--- config.mk ---
export PLATFORM = sky130hd
export DESIGN_NAME = math_expression_tokenizer
export DESIGN_NICKNAME = d
export VERILOG_FILES = /design/src/hdl/met_pkg.sv /design/src/hdl/met_buffers.sv /design/src/hdl/math_expression_tokenizer.sv
export SDC_FILE = /design/constraint.sdc
export NUM_CORES = 1
export LEC_CHECK = 0
export BUFFER_PORTS_ARGS = -buffer_cell sky130_fd_sc_hd__buf_2
export CORE_MARGIN = 5
export CORE_UTILIZATION = 55
export CTS_BUF_LIST = sky130_fd_sc_hd__clkbuf_2
export DETAILED_ROUTE_END_ITERATION = 12
export PLACE_DENSITY = 0.7
export REMOVE_ABC_BUFFERS = 1
export SYNTH_ARGS = -nofsm -noshare
export SYNTH_HDL_FRONTEND = slang
export SYNTH_SLANG_ARGS = --single-unit
--- constraint.sdc ---
create_clock -name clock -period 3.8 [get_ports clock]
set_input_delay 0.76 -clock clock [delete_from_list [all_inputs] [get_ports clock]]
set_output_delay 0.76 -clock clock [all_outputs]
set_load 0.05 [all_outputs]
--- src/hdl/met_pkg.sv ---
// ----------------------------------------------------------------------------
// met_pkg: shared types and constants of the expression tokenizer
// Holds the buffer depths, the derived widths, the character codes, the
// token kind codes and the structs that pass between the sequencer and the
// token buffers.
// ----------------------------------------------------------------------------
`default_nettype none

package met_pkg;

   localparam int NUMBER_DEPTH = 16;
   localparam int LETTER_DEPTH = 8;
   localparam int MAX_RESULTS  = 32;

   localparam int NUM_CW = $clog2(NUMBER_DEPTH + 1);
   localparam int LET_CW = $clog2(LETTER_DEPTH + 1);
   localparam int NUM_AW = (NUMBER_DEPTH > 1) ? $clog2(NUMBER_DEPTH) : 1;
   localparam int LET_AW = (LETTER_DEPTH > 1) ? $clog2(LETTER_DEPTH) : 1;
   localparam int IDX_W  = (NUM_CW > LET_CW) ? NUM_CW : LET_CW;
   localparam int RES_CW = $clog2(MAX_RESULTS + 1);

   localparam logic [7:0] CH_PLUS  = 8'h2B;
   localparam logic [7:0] CH_MINUS = 8'h2D;
   localparam logic [7:0] CH_STAR  = 8'h2A;
   localparam logic [7:0] CH_SLASH = 8'h2F;
   localparam logic [7:0] CH_DOT   = 8'h2E;
   localparam logic [7:0] CH_LPAR  = 8'h28;
   localparam logic [7:0] CH_RPAR  = 8'h29;
   localparam logic [7:0] CH_COMMA = 8'h2C;
   localparam logic [7:0] CH_0     = 8'h30;
   localparam logic [7:0] CH_9     = 8'h39;
   localparam logic [7:0] CH_UA    = 8'h41;
   localparam logic [7:0] CH_UZ    = 8'h5A;
   localparam logic [7:0] CH_LA    = 8'h61;
   localparam logic [7:0] CH_LZ    = 8'h7A;

   localparam logic REQ_CHAR = 1'b0;
   localparam logic REQ_END  = 1'b1;

   typedef enum logic [2:0] {
      TK_LIT = 3'd0,
      TK_VAR = 3'd1,
      TK_OP  = 3'd2,
      TK_FUN = 3'd3,
      TK_LP  = 3'd4,
      TK_RP  = 3'd5,
      TK_SEP = 3'd6
   } token_kind_type;

   // Buffer update applied when a transaction finishes.
   typedef struct packed {
      logic       clr_num;
      logic       clr_let;
      logic       app_num;
      logic       app_let;
      logic [7:0] ch;
   } commit_type;

   typedef struct packed {
      logic [NUM_CW-1:0] num_count;
      logic              num_ovf;
      logic [LET_CW-1:0] let_count;
      logic              let_ovf;
   } buf_status_type;

endpackage

`default_nettype wire

--- src/hdl/met_buffers.sv ---
// ----------------------------------------------------------------------------
// met_buffers: literal and letter buffers
// Two small memories with fill counts and overflow flags. Reads are
// registered; writes and clears come in as one commit per transaction.
// ----------------------------------------------------------------------------
`default_nettype none

module met_buffers (
   input  wire logic                       clock,
   input  wire logic                       reset,
   input  wire met_pkg::commit_type        commit,
   input  wire logic [met_pkg::NUM_AW-1:0] num_addr,
   input  wire logic [met_pkg::LET_AW-1:0] let_addr,
   output met_pkg::buf_status_type         status,
   output logic [7:0]                      num_rd,
   output logic [7:0]                      let_rd
);

   logic [7:0] num_store [met_pkg::NUMBER_DEPTH];
   logic [7:0] let_store [met_pkg::LETTER_DEPTH];

   logic [met_pkg::NUM_CW-1:0] num_count_ff, num_count_in;
   logic [met_pkg::LET_CW-1:0] let_count_ff, let_count_in;
   logic                       num_ovf_ff, num_ovf_in;
   logic                       let_ovf_ff, let_ovf_in;
   logic [7:0]                 num_rd_ff, let_rd_ff;
   logic                       num_full, let_full;

   assign num_full = (num_count_ff == met_pkg::NUM_CW'(met_pkg::NUMBER_DEPTH));
   assign let_full = (let_count_ff == met_pkg::LET_CW'(met_pkg::LETTER_DEPTH));

   always_comb begin
      num_count_in = num_count_ff;
      num_ovf_in   = num_ovf_ff;
      let_count_in = let_count_ff;
      let_ovf_in   = let_ovf_ff;
      if (commit.clr_num) begin
         num_count_in = '0;
         num_ovf_in   = 1'b0;
      end else if (commit.app_num) begin
         if (num_full) begin
            num_ovf_in = 1'b1;
         end else begin
            num_count_in = num_count_ff + 1'b1;
         end
      end
      if (commit.clr_let) begin
         let_count_in = '0;
         let_ovf_in   = 1'b0;
      end else if (commit.app_let) begin
         if (let_full) begin
            let_ovf_in = 1'b1;
         end else begin
            let_count_in = let_count_ff + 1'b1;
         end
      end
   end

   always_ff @(posedge clock) begin
      if (reset) begin
         num_count_ff <= '0;
         num_ovf_ff   <= 1'b0;
         let_count_ff <= '0;
         let_ovf_ff   <= 1'b0;
      end else begin
         num_count_ff <= num_count_in;
         num_ovf_ff   <= num_ovf_in;
         let_count_ff <= let_count_in;
         let_ovf_ff   <= let_ovf_in;
      end
   end

   // Store and read ports; no reset on payload.
   always_ff @(posedge clock) begin
      if (commit.app_num && !num_full) begin
         num_store[num_count_ff[met_pkg::NUM_AW-1:0]] <= commit.ch;
      end
      if (commit.app_let && !let_full) begin
         let_store[let_count_ff[met_pkg::LET_AW-1:0]] <= commit.ch;
      end
      num_rd_ff <= num_store[num_addr];
      let_rd_ff <= let_store[let_addr];
   end

   assign status.num_count = num_count_ff;
   assign status.num_ovf   = num_ovf_ff;
   assign status.let_count = let_count_ff;
   assign status.let_ovf   = let_ovf_ff;
   assign num_rd           = num_rd_ff;
   assign let_rd           = let_rd_ff;

endmodule

`default_nettype wire

--- src/hdl/math_expression_tokenizer.sv ---
// ----------------------------------------------------------------------------
// math_expression_tokenizer: arithmetic expression tokenizer
// Takes one ASCII character per transaction and emits tokens one text
// character per result, with implied multiplication after literals and
// between single-letter variables.
// ----------------------------------------------------------------------------
//
//   channel  dir  tdata                        tuser           tlast
//   req_     in   char_code[7:0]               kind (1 = end)  -
//   rsp_     out  token_char[7:0], text_last,  token_kind[2:0] run_last
//                 truncated, zero fill to 16
//
// A character that only buffers (digit, dot, letter with no pending
// literal) or is skipped leaves req_tready high. A flushing character is
// accepted and its results come out of the sequencer one per cycle while
// rsp_tready allows, through a single result register; at most MAX_RESULTS
// results per transaction.
// Reset is synchronous and empties both buffers; no clearing pass is needed.
// A stall on rsp_tready freezes the sequencer; req_tready stays low until the
// last result of a transaction is loaded into the result register.
// ----------------------------------------------------------------------------
`default_nettype none

module math_expression_tokenizer (
   input  wire logic        clock,
   input  wire logic        reset,
   input  wire logic        req_tvalid,
   output logic             req_tready,
   input  wire logic [7:0]  req_tdata,   // [7:0] char_code
   input  wire logic        req_tuser,   // [0] kind
   output logic             rsp_tvalid,
   input  wire logic        rsp_tready,
   output logic [15:0]      rsp_tdata,   // [7:0] token_char, [8] text_last,
                                         // [9] truncated, [15:10] zero
   output logic [2:0]       rsp_tuser,   // [2:0] token_kind
   output logic             rsp_tlast    // run_last
);

   typedef enum logic {
      ST_IDLE,
      ST_EMIT
   } state_type;

   typedef enum logic [2:0] {
      PH_LIT,
      PH_VAR,
      PH_FUN,
      PH_STAR,
      PH_TOK
   } phase_type;

   // Phases still to run in the current transaction.
   typedef struct packed {
      logic lit;
      logic vars;
      logic fun;
      logic star;
      logic tok;
   } pend_type;

   // Pick the next phase: literal and letters in the order the character
   // asks for, then function name, implied '*', and the character's token.
   function automatic phase_type first_phase(pend_type p, logic var_first);
      phase_type ph;
      ph = PH_TOK;
      priority if (var_first && p.vars) begin
         ph = PH_VAR;
      end else if (p.lit) begin
         ph = PH_LIT;
      end else if (p.vars) begin
         ph = PH_VAR;
      end else if (p.fun) begin
         ph = PH_FUN;
      end else if (p.star) begin
         ph = PH_STAR;
      end else begin
         ph = PH_TOK;
      end
      return ph;
   endfunction

   state_type                   state_ff, state_in;
   phase_type                   phase_ff, phase_in;
   pend_type                    pend_ff, pend_in;
   logic [met_pkg::IDX_W-1:0]   idx_ff, idx_in;
   logic                        star_ff, star_in;
   logic                        var_first_ff, var_first_in;
   logic [met_pkg::RES_CW-1:0]  res_cnt_ff, res_cnt_in;
   met_pkg::commit_type         plan_ff, plan_in;
   met_pkg::token_kind_type     tok_kind_ff, tok_kind_in;
   logic [7:0]                  tok_char_ff, tok_char_in;

   logic                        rsp_tvalid_ff, rsp_tvalid_in;
   logic [7:0]                  rsp_char_ff, rsp_char_in;
   logic                        rsp_text_last_ff, rsp_text_last_in;
   logic                        rsp_trunc_ff, rsp_trunc_in;
   met_pkg::token_kind_type     rsp_kind_ff, rsp_kind_in;
   logic                        rsp_run_last_ff, rsp_run_last_in;

   met_pkg::commit_type         commit;
   met_pkg::buf_status_type     status;
   logic [7:0]                  num_rd, let_rd;

   logic                        accept, out_free;
   logic                        is_end, is_digit, is_letter, is_op, is_lp, is_rp, is_sep;
   logic                        has_num, has_let;
   pend_type                    dec_pend, pend_after;
   met_pkg::commit_type         dec_commit;
   met_pkg::token_kind_type     dec_kind;

   met_pkg::token_kind_type     e_kind;
   logic [7:0]                  e_char;
   logic                        e_last, e_trunc, step_done, final_res;
   logic                        last_lit, last_let;

   assign req_tready = (state_ff == ST_IDLE);
   assign accept     = req_tvalid && req_tready;
   assign out_free   = !rsp_tvalid_ff || rsp_tready;

   assign has_num = (status.num_count != '0);
   assign has_let = (status.let_count != '0);

   // Classify the incoming character.
   always_comb begin
      is_end    = (req_tuser == met_pkg::REQ_END);
      is_digit  = !is_end && (((req_tdata >= met_pkg::CH_0) && (req_tdata <= met_pkg::CH_9))
                              || (req_tdata == met_pkg::CH_DOT));
      is_letter = !is_end && (((req_tdata >= met_pkg::CH_UA) && (req_tdata <= met_pkg::CH_UZ))
                              || ((req_tdata >= met_pkg::CH_LA) && (req_tdata <= met_pkg::CH_LZ)));
      is_op     = !is_end && ((req_tdata == met_pkg::CH_PLUS) || (req_tdata == met_pkg::CH_MINUS)
                              || (req_tdata == met_pkg::CH_STAR)
                              || (req_tdata == met_pkg::CH_SLASH));
      is_lp     = !is_end && (req_tdata == met_pkg::CH_LPAR);
      is_rp     = !is_end && (req_tdata == met_pkg::CH_RPAR);
      is_sep    = !is_end && (req_tdata == met_pkg::CH_COMMA);

      dec_pend.lit  = has_num && (is_end || is_op || is_rp || is_sep || is_letter
                                  || (is_lp && !has_let));
      dec_pend.vars = has_let && (is_end || is_op || is_rp || is_sep);
      dec_pend.fun  = has_let && is_lp;
      dec_pend.star = has_num && (is_letter || (is_lp && !has_let));
      dec_pend.tok  = is_op || is_lp || is_rp || is_sep;

      dec_commit.clr_num = dec_pend.lit;
      dec_commit.clr_let = dec_pend.vars || dec_pend.fun;
      dec_commit.app_num = is_digit;
      dec_commit.app_let = is_letter;
      dec_commit.ch      = req_tdata;

      priority if (is_lp) begin
         dec_kind = met_pkg::TK_LP;
      end else if (is_rp) begin
         dec_kind = met_pkg::TK_RP;
      end else if (is_sep) begin
         dec_kind = met_pkg::TK_SEP;
      end else begin
         dec_kind = met_pkg::TK_OP;
      end
   end

   // One result from the current phase.
   always_comb begin
      last_lit   = ((idx_ff + 1'b1) == met_pkg::IDX_W'(status.num_count));
      last_let   = ((idx_ff + 1'b1) == met_pkg::IDX_W'(status.let_count));
      e_kind     = met_pkg::TK_OP;
      e_char     = met_pkg::CH_STAR;
      e_last     = 1'b1;
      e_trunc    = 1'b0;
      step_done  = 1'b0;
      pend_after = pend_ff;
      unique case (phase_ff)
         PH_LIT: begin
            e_kind          = met_pkg::TK_LIT;
            e_char          = num_rd;
            e_last          = last_lit;
            e_trunc         = status.num_ovf;
            step_done       = last_lit;
            pend_after.lit  = 1'b0;
         end
         PH_VAR: begin
            if (!star_ff) begin
               e_kind  = met_pkg::TK_VAR;
               e_char  = let_rd;
               e_trunc = status.let_ovf;
            end
            step_done       = !star_ff && last_let;
            pend_after.vars = 1'b0;
         end
         PH_FUN: begin
            e_kind         = met_pkg::TK_FUN;
            e_char         = let_rd;
            e_last         = last_let;
            e_trunc        = status.let_ovf;
            step_done      = last_let;
            pend_after.fun = 1'b0;
         end
         PH_STAR: begin
            step_done       = 1'b1;
            pend_after.star = 1'b0;
         end
         PH_TOK: begin
            e_kind         = tok_kind_ff;
            e_char         = tok_char_ff;
            step_done      = 1'b1;
            pend_after.tok = 1'b0;
         end
         default: begin
            step_done = 1'b1;
         end
      endcase
      final_res = (step_done && (pend_after == '0))
                  || (res_cnt_ff == met_pkg::RES_CW'(met_pkg::MAX_RESULTS - 1));
   end

   // Sequencer next state.
   always_comb begin
      state_in         = state_ff;
      phase_in         = phase_ff;
      pend_in          = pend_ff;
      idx_in           = idx_ff;
      star_in          = star_ff;
      var_first_in     = var_first_ff;
      res_cnt_in       = res_cnt_ff;
      plan_in          = plan_ff;
      tok_kind_in      = tok_kind_ff;
      tok_char_in      = tok_char_ff;
      commit           = '0;
      rsp_tvalid_in    = rsp_tvalid_ff && !rsp_tready;
      rsp_char_in      = rsp_char_ff;
      rsp_text_last_in = rsp_text_last_ff;
      rsp_trunc_in     = rsp_trunc_ff;
      rsp_kind_in      = rsp_kind_ff;
      rsp_run_last_in  = rsp_run_last_ff;
      unique case (state_ff)
         ST_IDLE: begin
            idx_in = '0;
            if (accept) begin
               if (dec_pend != '0) begin
                  // Flush needed: hold the plan until the last result.
                  state_in     = ST_EMIT;
                  phase_in     = first_phase(dec_pend, is_rp);
                  pend_in      = dec_pend;
                  star_in      = 1'b0;
                  var_first_in = is_rp;
                  res_cnt_in   = '0;
                  plan_in      = dec_commit;
                  tok_kind_in  = dec_kind;
                  tok_char_in  = req_tdata;
               end else begin
                  commit = dec_commit;
               end
            end
         end
         ST_EMIT: begin
            if (out_free) begin
               rsp_tvalid_in    = 1'b1;
               rsp_char_in      = e_char;
               rsp_text_last_in = e_last;
               rsp_trunc_in     = e_trunc;
               rsp_kind_in      = e_kind;
               rsp_run_last_in  = final_res;
               res_cnt_in       = res_cnt_ff + 1'b1;
               if (final_res) begin
                  commit   = plan_ff;
                  state_in = ST_IDLE;
                  idx_in   = '0;
               end else if (step_done) begin
                  pend_in  = pend_after;
                  phase_in = first_phase(pend_after, var_first_ff);
                  idx_in   = '0;
                  star_in  = 1'b0;
               end else if (phase_ff == PH_VAR) begin
                  // Alternate letter and implied '*'; advance after the '*'.
                  star_in = !star_ff;
                  if (star_ff) begin
                     idx_in = idx_ff + 1'b1;
                  end
               end else begin
                  idx_in = idx_ff + 1'b1;
               end
            end
         end
         default: begin
            state_in = ST_IDLE;
         end
      endcase
   end

   always_ff @(posedge clock) begin
      if (reset) begin
         state_ff      <= ST_IDLE;
         phase_ff      <= PH_TOK;
         pend_ff       <= '0;
         idx_ff        <= '0;
         star_ff       <= 1'b0;
         var_first_ff  <= 1'b0;
         res_cnt_ff    <= '0;
         plan_ff       <= '0;
         rsp_tvalid_ff <= 1'b0;
      end else begin
         state_ff      <= state_in;
         phase_ff      <= phase_in;
         pend_ff       <= pend_in;
         idx_ff        <= idx_in;
         star_ff       <= star_in;
         var_first_ff  <= var_first_in;
         res_cnt_ff    <= res_cnt_in;
         plan_ff       <= plan_in;
         rsp_tvalid_ff <= rsp_tvalid_in;
      end
      tok_kind_ff      <= tok_kind_in;
      tok_char_ff      <= tok_char_in;
      rsp_char_ff      <= rsp_char_in;
      rsp_text_last_ff <= rsp_text_last_in;
      rsp_trunc_ff     <= rsp_trunc_in;
      rsp_kind_ff      <= rsp_kind_in;
      rsp_run_last_ff  <= rsp_run_last_in;
   end

   // Buffers read one index ahead, so the data for idx_ff is ready each cycle.
   met_buffers u_buffers (
      .clock    (clock),
      .reset    (reset),
      .commit   (commit),
      .num_addr (idx_in[met_pkg::NUM_AW-1:0]),
      .let_addr (idx_in[met_pkg::LET_AW-1:0]),
      .status   (status),
      .num_rd   (num_rd),
      .let_rd   (let_rd)
   );

   assign rsp_tvalid = rsp_tvalid_ff;
   assign rsp_tdata  = {6'b0, rsp_trunc_ff, rsp_text_last_ff, rsp_char_ff};
   assign rsp_tuser  = rsp_kind_ff;
   assign rsp_tlast  = rsp_run_last_ff;

endmodule

`default_nettype wire

==> results.cfg <==
[run_status]
run_status = finished, final reports clean

[synth]
synth-seq-area-share_pct = 63.9
yosysTopAreaCellShare_pct = 53.7
synth-edff-count = 217
syn_avg_cell_area_um2 = 13.0
synthCells = 935
synth_ff_type = edfxtp_1
async_reset_ff_share_pct = 0
ys_ff_latch = 279
synth.area.top_cells = edfxtp_1 (54%), dfxtp_1 (10%), mux2i_1 (5.5%)
synth_cell_types = 83
syn_area_mm2 = 0.0121
synth_top_area_cell = edfxtp_1
yosysWarnings = 0

[sta]
grt_setup_unrepaired = no
finalCritPeriodShare_pct = 90.5
fin_skew_ps = 87.6
worst_slew_pin_slew_ps = 787
fin_crit_ps = 3440
max_freq_ghz = 0.291
final_hold_viol_count = 0
fin_hold_ws_ps = 144
slew_viol_final = 0
setup_viol = 0
setup_ws_ps = 362
slew_headroom_pct = 47.6

[power]
intPower_w = 0.00433
p_sw_w = 0.00141
swShare_pct = 24.5
power_frac_seq_pct = 57.8
vdd_ir_drop_max_mv = 0.283
leakage_nw = 5.37
power_w = 0.00574
pwr-share-clk_pct = 37.0
p_comb_share_pct = 5.2
p_per_area_mw_per_mm2 = 422

[global_routing]
grtUsageTotal_pct = 23.7
grt_pass1_vias = 8064
grt_antenna_before_repair = 3
grt_max_degree = 62
grt_overflow_total = 0
grt_pass1_wl_um = 44800

[critical_path]
worst_setup_path_end_kind = flip-flop
r2r_cells = 11
startpoint_type = flip-flop
regToRegSetupSlack_ps = 360
crit_type = reg -> reg
critical_path_arrival_ps = 3950
rr_startpoint = idx_ff[0]
required_ps = 4320
cp_max_fo = 7
r2r-end = u_buffers.let_store[6][4]

[floorplan]
die_h_um = 159
start_util_pct = 55.8
core-area_mm2 = 0.0218
rows = 54
boundaryPins = 35
die_w_um = 159
die-area_mm2 = 0.0251

[hold_path]
min-delay-start = req_tdata[5]
hold_end = tok_char_ff[5]
hold_path_class = in -> reg
hold_depth = 1

[clock_tree]
clk_pin_slew_ps = 120
cts_tree = done
insertion_delay_ps = 850
root_buffer = clkbuf_2
holdBufCountCts = 0
clock_sinks = 279
h-tree-depth = 3
clock_path_buffers = 3
cts_buffers = 71

[placement]
pre_cts_slack_ps = 140
place_area_mm2 = 0.0129
dp_hpwl_um = 18800
dp.cells = 1253
port-buffer-count = 28
place_congestion = 0.866

[routing]
num_vias = 8165
drt_iter0_drc = 785
ant_nets = 0
vias_per_cell = 5.90
drtPass1Iterations = 5
drt-total-wl_um = 29000
post_drt_wl_per_cell_um = 21.0
route.detailed.drc = 0

[cells_and_area]
final_cells = 1385
multi_input_area_mm2 = 0.00399
final-seq-area_mm2 = 0.00776
fin_nets = 1067
fillers = 1740
final_cell_area_mm2 = 0.0136
drive_gt1_share_pct = 23.9
synthToLayoutAreaGrowth_pct = 12.2

[job]
maxCapViolations = 0
-- cells in the final DEF, fill, tap and decap left out, drive strengths merged, types with 5 or more instances in the layout --
cell    Yosys  routed
a31o        8       8
mux2i      67      67
xnor2      11      11
and3       13      13
a21oi      41      41
nor3       13      13
ha          8       8
a221oi      9       9
inv        19      20
a211oi     12      12
a21o        5       5
edfxtp    217     217
a221o       8       8
nand2b      9       9
clkinv      1      11
nor2b       5       5
clkbuf     23     116
nand2      96      96
a21boi      8       8
mux2       16      16
a31oi       9       9
nand4       9       9
conb        1       6
o21ai      31      31
and2       11      11
nor2       63      63
dfxtp      62      62
buf        38      94
xor2       11      11
a32o        9       9
nand3      30      30
a222oi      5       5
a22o       11      11
-- routing by layer --
layer  wire [um]  vias to the layer above  part of all wire (%)  track usage (%)
li1            -                     3787                     -                -
met1       11900                     3973                    41             31.3
met2       13900                      349                    48             38.5
met3        2370                       56                   8.2             5.93
met4         746                        0                   2.6             8.04
met5           0                        -                     0                0
-- synth_stat cells (all sizes together) (8+ instances only) --
master,number
dfxtp,62
edfxtp,217
a31oi,9
o21ai,31
ha,8
xnor2,11
mux2i,67
inv,19
nor3,13
nor2,63
a211oi,12
buf,38
mux2,16
a21boi,8
a221o,8
nand4,9
a21oi,41
a31o,8
nand3,30
and3,13
nand2b,9
a221oi,9
xor2,11
nand2,96
and2,11
a32o,9
clkbuf,23
a22o,11
-- sequential cells by signal, summed over array words and instances, names as in the netlist, 6 cells and up --
register	count
u_buffers.num_store	128
u_buffers.let_store	64
plan_ff	12
rsp_char_ff	8
tok_char_ff	8
u_buffers.let_rd	8
u_buffers.num_rd	8
res_cnt_ff	6
-- per-stage QoR --
stage | util (%) | TNS, ps
floorplan | - | -3900
global placement | 59.3 | 0
detailed placement | 59.3 | 0
CTS | 62.5 | 0
global route | 62.6 | 0
finish | 62.6 | 0
-- worst max-delay path by stage --
stage,start,endpoint,slack [ps],cells after the start
after global routing,idx_ff[0],u_buffers.let_store[6][7],60,11
after global placement,idx_ff[0],u_buffers.let_store[5][2],270,8
after CTS,idx_ff[0],u_buffers.let_store[5][3],110,8
after detailed placement,idx_ff[0],u_buffers.let_store[5][7],140,8
final,idx_ff[0],u_buffers.let_store[6][4],360,11
after floorplan,phase_ff[0],u_buffers.let_rd[0],-270,8
-- worst max-delay path: stages, from the launching register on --
cell,delay [ps]
dfxtp_1,490
ha_1,310
nand3_1,160
xor2_1,310
and4_1,470
nor3b_4,80
nor3_1,340
buf_4,180
or3_1,190
nand2_1,120
nor3b_1,280
buf_4,220
-- layout make-up --
type | count | area share [%]
sequential | 279 | 57.0
multi-input combinational | 580 | 29.3
timing repair buffer | 94 | 5.50
clock buffer | 116 | 4.26
tap | 280 | 2.57
clock inverter | 15 | 0.855
inverter | 20 | 0.551
antenna | 1 | 0.0184
-- power groups by stage --
| stage | Clock (W) | Sequential (W) | Combinational, W |
|---|---|---|---|
| after floorplan | 0 | 0.00341 | 0.000136 |
| after global placement | 0 | 0.00339 | 0.000292 |
| after detailed placement | 0 | 0.00339 | 0.000295 |
| after CTS | 0.00218 | 0.00332 | 0.000296 |
| after global routing | 0.00236 | 0.00332 | 0.000319 |
| final | 0.00213 | 0.00332 | 0.000298 |
-- what timing repair did --
item | in CTS | in global routing
gates resized for setup | 0 | 1
setup buffers | 0 | 0
endpoints found under the setup margin | 0 | 8
-- cells by family after synthesis --
group / count (synthesis) / synth area share, %
AOI/OAI and AO/OA: 182 / 11.3
xor gates and xnor gates: 23 / 1.77
adders and majority gates: 8 / 0.825
buffers and inverters: 81 / 3.50
DFF: 279 / 63.9
muxes: 83 / 7.01
other: 1 / 0.0309
and+or+nand+nor: 278 / 11.7
No activity file was read; power rests on OpenSTA's default activity.
